[config.mk]
export PLATFORM = sky130hd
export DESIGN_NAME = glzw_pack
export DESIGN_NICKNAME = d
export VERILOG_FILES = /design/src/hdl/glzw_pkg.sv /design/src/hdl/glzw_pack.sv
export SDC_FILE = /design/constraint.sdc
export NUM_CORES = 1
export LEC_CHECK = 0
export ABC_CLOCK_PERIOD_IN_PS = 4200
export CAP_MARGIN = 5
export CORE_AREA = 2 2 208 210
export CTS_BUF_LIST = sky130_fd_sc_hd__clkbuf_16
export CTS_CLUSTER_DIAMETER = 80
export CTS_CLUSTER_SIZE = 8
export DETAILED_ROUTE_END_ITERATION = 7
export DIE_AREA = 0 0 210 212
export DONT_BUFFER_PORTS = 1
export HOLD_SLACK_MARGIN = 0.02
export PLACE_DENSITY = 0.65
export SLEW_MARGIN = 20
export SYNTH_ARGS = -nofsm -noshare
export SYNTH_HDL_FRONTEND = slang
export SYNTH_SLANG_ARGS = --single-unit
[constraint.sdc]
create_clock -name aclk -period 4.2 [get_ports aclk]
set_clock_uncertainty 0.15 [all_clocks]
set_input_delay 0.63 -clock aclk [delete_from_list [all_inputs] [get_ports aclk]]
set_output_delay 0.63 -clock aclk [all_outputs]
set_load 0.03 [all_outputs]
[src/hdl/glzw_pkg.sv]
// ----------------------------------------------------------------------------
// glzw_pkg
// Shared constants, types and helpers for the GIF LZW decoder.
// ----------------------------------------------------------------------------
package glzw_pkg;

    localparam int TABLE_SIZE     = 4096;
    localparam int ADDR_W         = 12;
    localparam int BUF_W          = 20;
    localparam int BCNT_W         = 5;
    localparam int CW_W           = 4;
    localparam int NFC_W          = 13;
    localparam int BLEN_W         = 13;
    localparam int PCNT_W         = 7;
    localparam int MAX_PIXELS     = 64;
    localparam int PIX_IDX_W      = 6;
    localparam int MCS_W          = 4;
    localparam int CFG_W          = 32;
    localparam int TDATA_W        = 520;
    localparam int DEF_PIXELS_PER_RESULT = 64;
    localparam logic [MCS_W-1:0] MCS_RESET = 4'd8;

    // first byte of each entry travels in a register beside the walk,
    // so the table holds only prefix and suffix
    typedef struct packed {
        logic [ADDR_W-1:0] prefix;
        logic [7:0]        suffix;
    } dict_entry_t;

    typedef enum logic [1:0] {
        COND_RUN      = 2'd0,
        COND_OK       = 2'd1,
        COND_BADCOUNT = 2'd2,
        COND_ILLEGAL  = 2'd3
    } cond_t;

    typedef enum logic [2:0] {
        ST_IDLE, ST_CODE, ST_ISSUE, ST_WALK, ST_ROOT, ST_POP, ST_END
    } state_t;

    typedef enum logic {
        REG_MIN_CODE_SIZE   = 1'b0,
        REG_EXPECTED_PIXELS = 1'b1
    } reg_idx_t;

    typedef struct packed {
        logic       push;
        logic [7:0] pixel;
        logic       fin;
        cond_t      cond;
    } pack_ctl_t;

    typedef struct packed {
        logic ready;
        logic busy;
    } pack_sts_t;

    // clamp the minimum code size to 2..8
    function automatic logic [CW_W-1:0] eff_size(input logic [MCS_W-1:0] m);
        logic [CW_W-1:0] r;
        r = m;
        if (m < 4'd2) r = 4'd2;
        if (m > 4'd8) r = 4'd8;
        return r;
    endfunction

endpackage

[src/hdl/glzw_pack.sv]
// ----------------------------------------------------------------------------
// glzw_pack
// Packs pixels into results and holds each result until it is taken.
// ----------------------------------------------------------------------------
module glzw_pack
    import glzw_pkg::*;
#(
    parameter int PIXELS_PER_RESULT = DEF_PIXELS_PER_RESULT
)
(
    input  logic               aclk,
    input  logic               aresetn,
    input  pack_ctl_t          ctl,
    output pack_sts_t          sts,
    output logic               m_tvalid,
    input  logic               m_tready,
    output logic [TDATA_W-1:0] m_tdata,
    output logic               m_tlast,
    output logic [1:0]         m_tuser
);

    localparam logic [PCNT_W-1:0] FULL = PCNT_W'(PIXELS_PER_RESULT);

    logic [MAX_PIXELS*8-1:0] data_reg, data_next;
    logic [PCNT_W-1:0]       cnt_reg, cnt_next;
    logic                    valid_reg, valid_next;
    logic                    last_reg, last_next;
    cond_t                   cond_reg, cond_next;

    always_comb begin
        data_next  = data_reg;
        cnt_next   = cnt_reg;
        valid_next = valid_reg;
        last_next  = last_reg;
        cond_next  = cond_reg;
        if (valid_reg) begin
            if (m_tready) begin
                valid_next = 1'b0;
                cnt_next   = '0;
                data_next  = '0;
            end
        end else if (ctl.fin) begin
            valid_next = 1'b1;
            last_next  = 1'b1;
            cond_next  = ctl.cond;
        end else if (ctl.push) begin
            if (cnt_reg < FULL) begin
                data_next[cnt_reg[PIX_IDX_W-1:0]*8 +: 8] = ctl.pixel;
                cnt_next = cnt_reg + PCNT_W'(1);
            end else begin
                // full: send it before taking the next pixel
                valid_next = 1'b1;
                last_next  = 1'b0;
                cond_next  = COND_RUN;
            end
        end
    end

    always_ff @(posedge aclk) begin
        if (!aresetn) begin
            data_reg  <= '0;
            cnt_reg   <= '0;
            valid_reg <= 1'b0;
            last_reg  <= 1'b0;
            cond_reg  <= COND_RUN;
        end else begin
            data_reg  <= data_next;
            cnt_reg   <= cnt_next;
            valid_reg <= valid_next;
            last_reg  <= last_next;
            cond_reg  <= cond_next;
        end
    end

    assign sts.ready = !valid_reg && (cnt_reg < FULL);
    assign sts.busy  = valid_reg;
    assign m_tvalid  = valid_reg;
    assign m_tdata   = {1'b0, cnt_reg, data_reg};
    assign m_tlast   = last_reg;
    assign m_tuser   = cond_reg;

endmodule
==> results by group <==
STA
  • Tcrit/Tclk final: 85.5%
  • Setup TNS: 0 ps
  • Final hold vios: 0
  • RSZ-0062 raised after global routing: no
  • Max Transition Viols Final: 0
  • Final setup fails: 0
  • Max_slew headroom: 25.6%
  • Worst-Margin Slew: 1120 ps
  • Max Fclk: 278 MHz
  • Fin crit period: 3590 ps

Finish
  • Ant diodes: 0
  • Register area: around 10000 um2
  • Area delta synth->final: 15.4%
  • Fillcell total: 3835
  • Nets: 1773
  • Largest register FFs: 512
  • Multi-input gate area: 7260 um2
  • Final Non-Filler Cells: 2308
  • Share of post-route cells with drive strength above 1: 9.31%

Yosys
  • Synth top cells by count: dfxtp_1, nand2_1, o2bb2ai_1
  • Sequential share of the synthesized area: 57.8%
  • Synth Register Bits: between 500 and 600
  • Synth warnings: 0
  • Mapped cell area: 18100 um2
  • Post-Synth XOR/XNOR Area: 0.387%
  • Synth Area in Compound Gates: 20.7%
  • Mux share of post-synthesis cell area: 5.93%
  • Unique masters post-synth: between 60 and 70
  • Area contributors post-synth: dfxtp_1, o2bb2ai_1, nand2_1
  • Gate Count Post-Synth: between 1500 and 2000
  • Leading area contributor after synthesis: dfxtp_1
  • Syn Nets: about 1700
  • Simple-Gate Fraction of Synth Area: 12.6%
  • Post-synth EDFFs: 0
  • Asr flop ratio synth: 0%
  • Mapped Avg Cell Area: 10.5 um2
  • Share of the synthesized area in the top cell type: 57.8%
  • Top FF cell, synth: dfxtp_1
  • Largest family of logic cells by synthesized area: compound AO/OA/AOI/OAI gates
  • Post-synthesis adder-cell area fraction: less than 1%
  • Top-count cell post-synth: dfxtp_1

Placed design
  • Placed instance count: 2213
  • Post-DP HPWL: 47400 um
  • Port Buf Inserts: 0
  • Routability cong.: ~0.95

Floorplanning
  • Core Area: 42500 um2
  • # rows: between 70 and 80
  • Die W: 210 um
  • Top-Level Pins: 541
  • Die height: approximately 210 um
  • Initial Util: 42.6%
  • Die Area: between 40000 and 50000 um2

Power
  • Leakage: 7.53 nW
  • Pwr Density: 513 nW/um2
  • Total power: 10.7 mW
  • Max VDD drop: 0.000319 V

Worst setup path
  • CP Buf/Inv Count: 1
  • CP cell instances: inv_1, ha_1, xnor2_1, nor2_1, nand2_1, nor2_1, o22ai_1
  • Arrival time worst endpoint: between 3000 and 4000 ps
  • Delay-heaviest family, CP: simple AND/OR/NAND/NOR gates
  • CP Class: flop to flop
  • CP max-delay cell: nor2_1
  • Crit-path most repeated cell: nor2_1
  • Crit path max fanout: 11
  • Crit path required time: 4480 ps
  • Worst path max stage delay: 660 ps
  • Worst setup EP type: flop
  • Setup crit start kind: flop

Hold path
  • Hold Path Class: input pin to flop

Detailed routing
  • Wirelength per Cell: 28.7 um
  • Met1 WL: between 20000 and 30000 um
  • Routed wl met3: 6750 um
  • DRT antenna net count: 0
  • Final wirelength: ~66000 um
  • Top Metal Used: met4
  • DR vias/cell: around 6.2
  • DRT iter0 DRCs: ~1000
  • First-pass DRT Iterations: 5
  • Routed vias: approximately 14000
  • DRC: 0
  • Met2 wire len: 31500 um

CTS
  • Clk root buf: clkbuf_16
  • Clock transition at path regs: 50 ps
  • CTS tree: built
  • TritonCTS Buffers: 75
  • Post-CTS sizing: 0
  • Clock Path Buffers: 3
  • CTS H-tree depth: 3
  • Sink Count: between 500 and 600
  • Worst-Skew Late Latency: around 600 ps

Run
  • Max_cap viols: 0

GRT
  • Gr ovfl total: 0
  • Pin count of the biggest net entering global routing: 77
  • Initial antenna violation count: 2
  • GR Util All Layers: 28.7%
  • First-pass GRT wire length: between 90000 and 100000 um
  • Vias in the first global route: 13900

Status
  • Status: complete, no violations
-- worst paths after layout --
path	from	to	slack, ps	cells after the start
setup / recovery	cnt_reg[1]$_SDFFE_PN0P_	data_reg[503]$_SDFFE_PN0P_	610	7
hold / removal	ctl[0]	m_tuser[0]$_SDFFE_PN0P_	70	2
setup reg to reg	cnt_reg[1]$_SDFFE_PN0P_	data_reg[503]$_SDFFE_PN0P_	610	7
hold reg to reg	cnt_reg[6]$_SDFFE_PN0P_	cnt_reg[6]$_SDFFE_PN0P_	350	2
-- cell usage in the layout (no fill, tap or decap), types with 4 or more instances in the layout --
| cell | instances |
|---|---|
| inv_1 | 7 |
| mux2i_1 | 105 |
| o21ai_1 | 4 |
| nor3_4 | 6 |
| xnor2_1 | 5 |
| nor3_2 | 5 |
| clkbuf_16 | 76 |
| nand2b_1 | 7 |
| a21oi_1 | 37 |
| o2bb2ai_1 | 184 |
| o21ai_0 | 62 |
| dfxtp_1 | 523 |
| nor2_1 | 50 |
| and2_0 | 7 |
| o22ai_1 | 49 |
| dlygate4sd3_1 | 11 |
| nor3_1 | 11 |
| nor2b_1 | 9 |
| a31oi_1 | 7 |
| a22o_1 | 104 |
| or3_1 | 7 |
| nand3_1 | 69 |
| nand2_1 | 281 |
| o31ai_1 | 8 |
| and2_1 | 5 |
| nand4_1 | 5 |
| inv_6 | 5 |
| buf_4 | 43 |
-- where the power goes --
| group | switching [mW] | leakage (nW) | internal [mW] |
|---|---|---|---|
| registers | 0.0199 | 4.21 | 4.98 |
| clock network | 2.04 | 0.986 | 3.24 |
| logic | 0.348 | 2.34 | 0.0862 |
-- what timing repair did --
item / CTS / global route
hold buffers: 11 / 0
hold endpoints to repair: 20 / 0
buffers inserted: 0 / 0
-- layout make-up --
class                      count  area share [%]
sequential                   523            50.1
inverter                       6           0.108
clock inverter                 8           0.449
multi-input combinational   1093            34.7
clock buffer                  76            9.10
tap                          546            3.27
timing repair buffer          56            2.26
-- cells by family (layout without fill, tap and decap cells) --
group | after synthesis | after routing
AOI/OAI and AO/OA | 487 | 487
buffers and inverters | 102 | 146
adders and majority gates | 3 | 3
muxes | 107 | 107
and+or+nand+nor | 487 | 487
xor gates and xnor gates | 8 | 8
other | 1 | 1
DFF | 523 | 523
-- routing by layer --
layer  up-vias  global-route usage (%)
li1       6392                       -
met3       125                    10.3
met5         -                       0
met4         0                    11.1
met2       730                    47.6
met1      7075                    34.0
-- metrics by stage --
step | worst slack (ps) | hold slack (ps) | instance area [um2] | utilization, %
3_5_place_dp | 718 | 335 | 18800 | 44.2
5_1_grt | 371 | 50.4 | 20900 | 49.2
6_report | 608 | 66.7 | 20900 | 49.2
4_1_cts | 697 | 24.9 | 20900 | 49.2
3_3_place_gp | 757 | 324 | 18800 | 44.2
2_1_floorplan | 1020 | 432 | 18100 | -
Note: power is estimated with default switching activity, not from simulation.
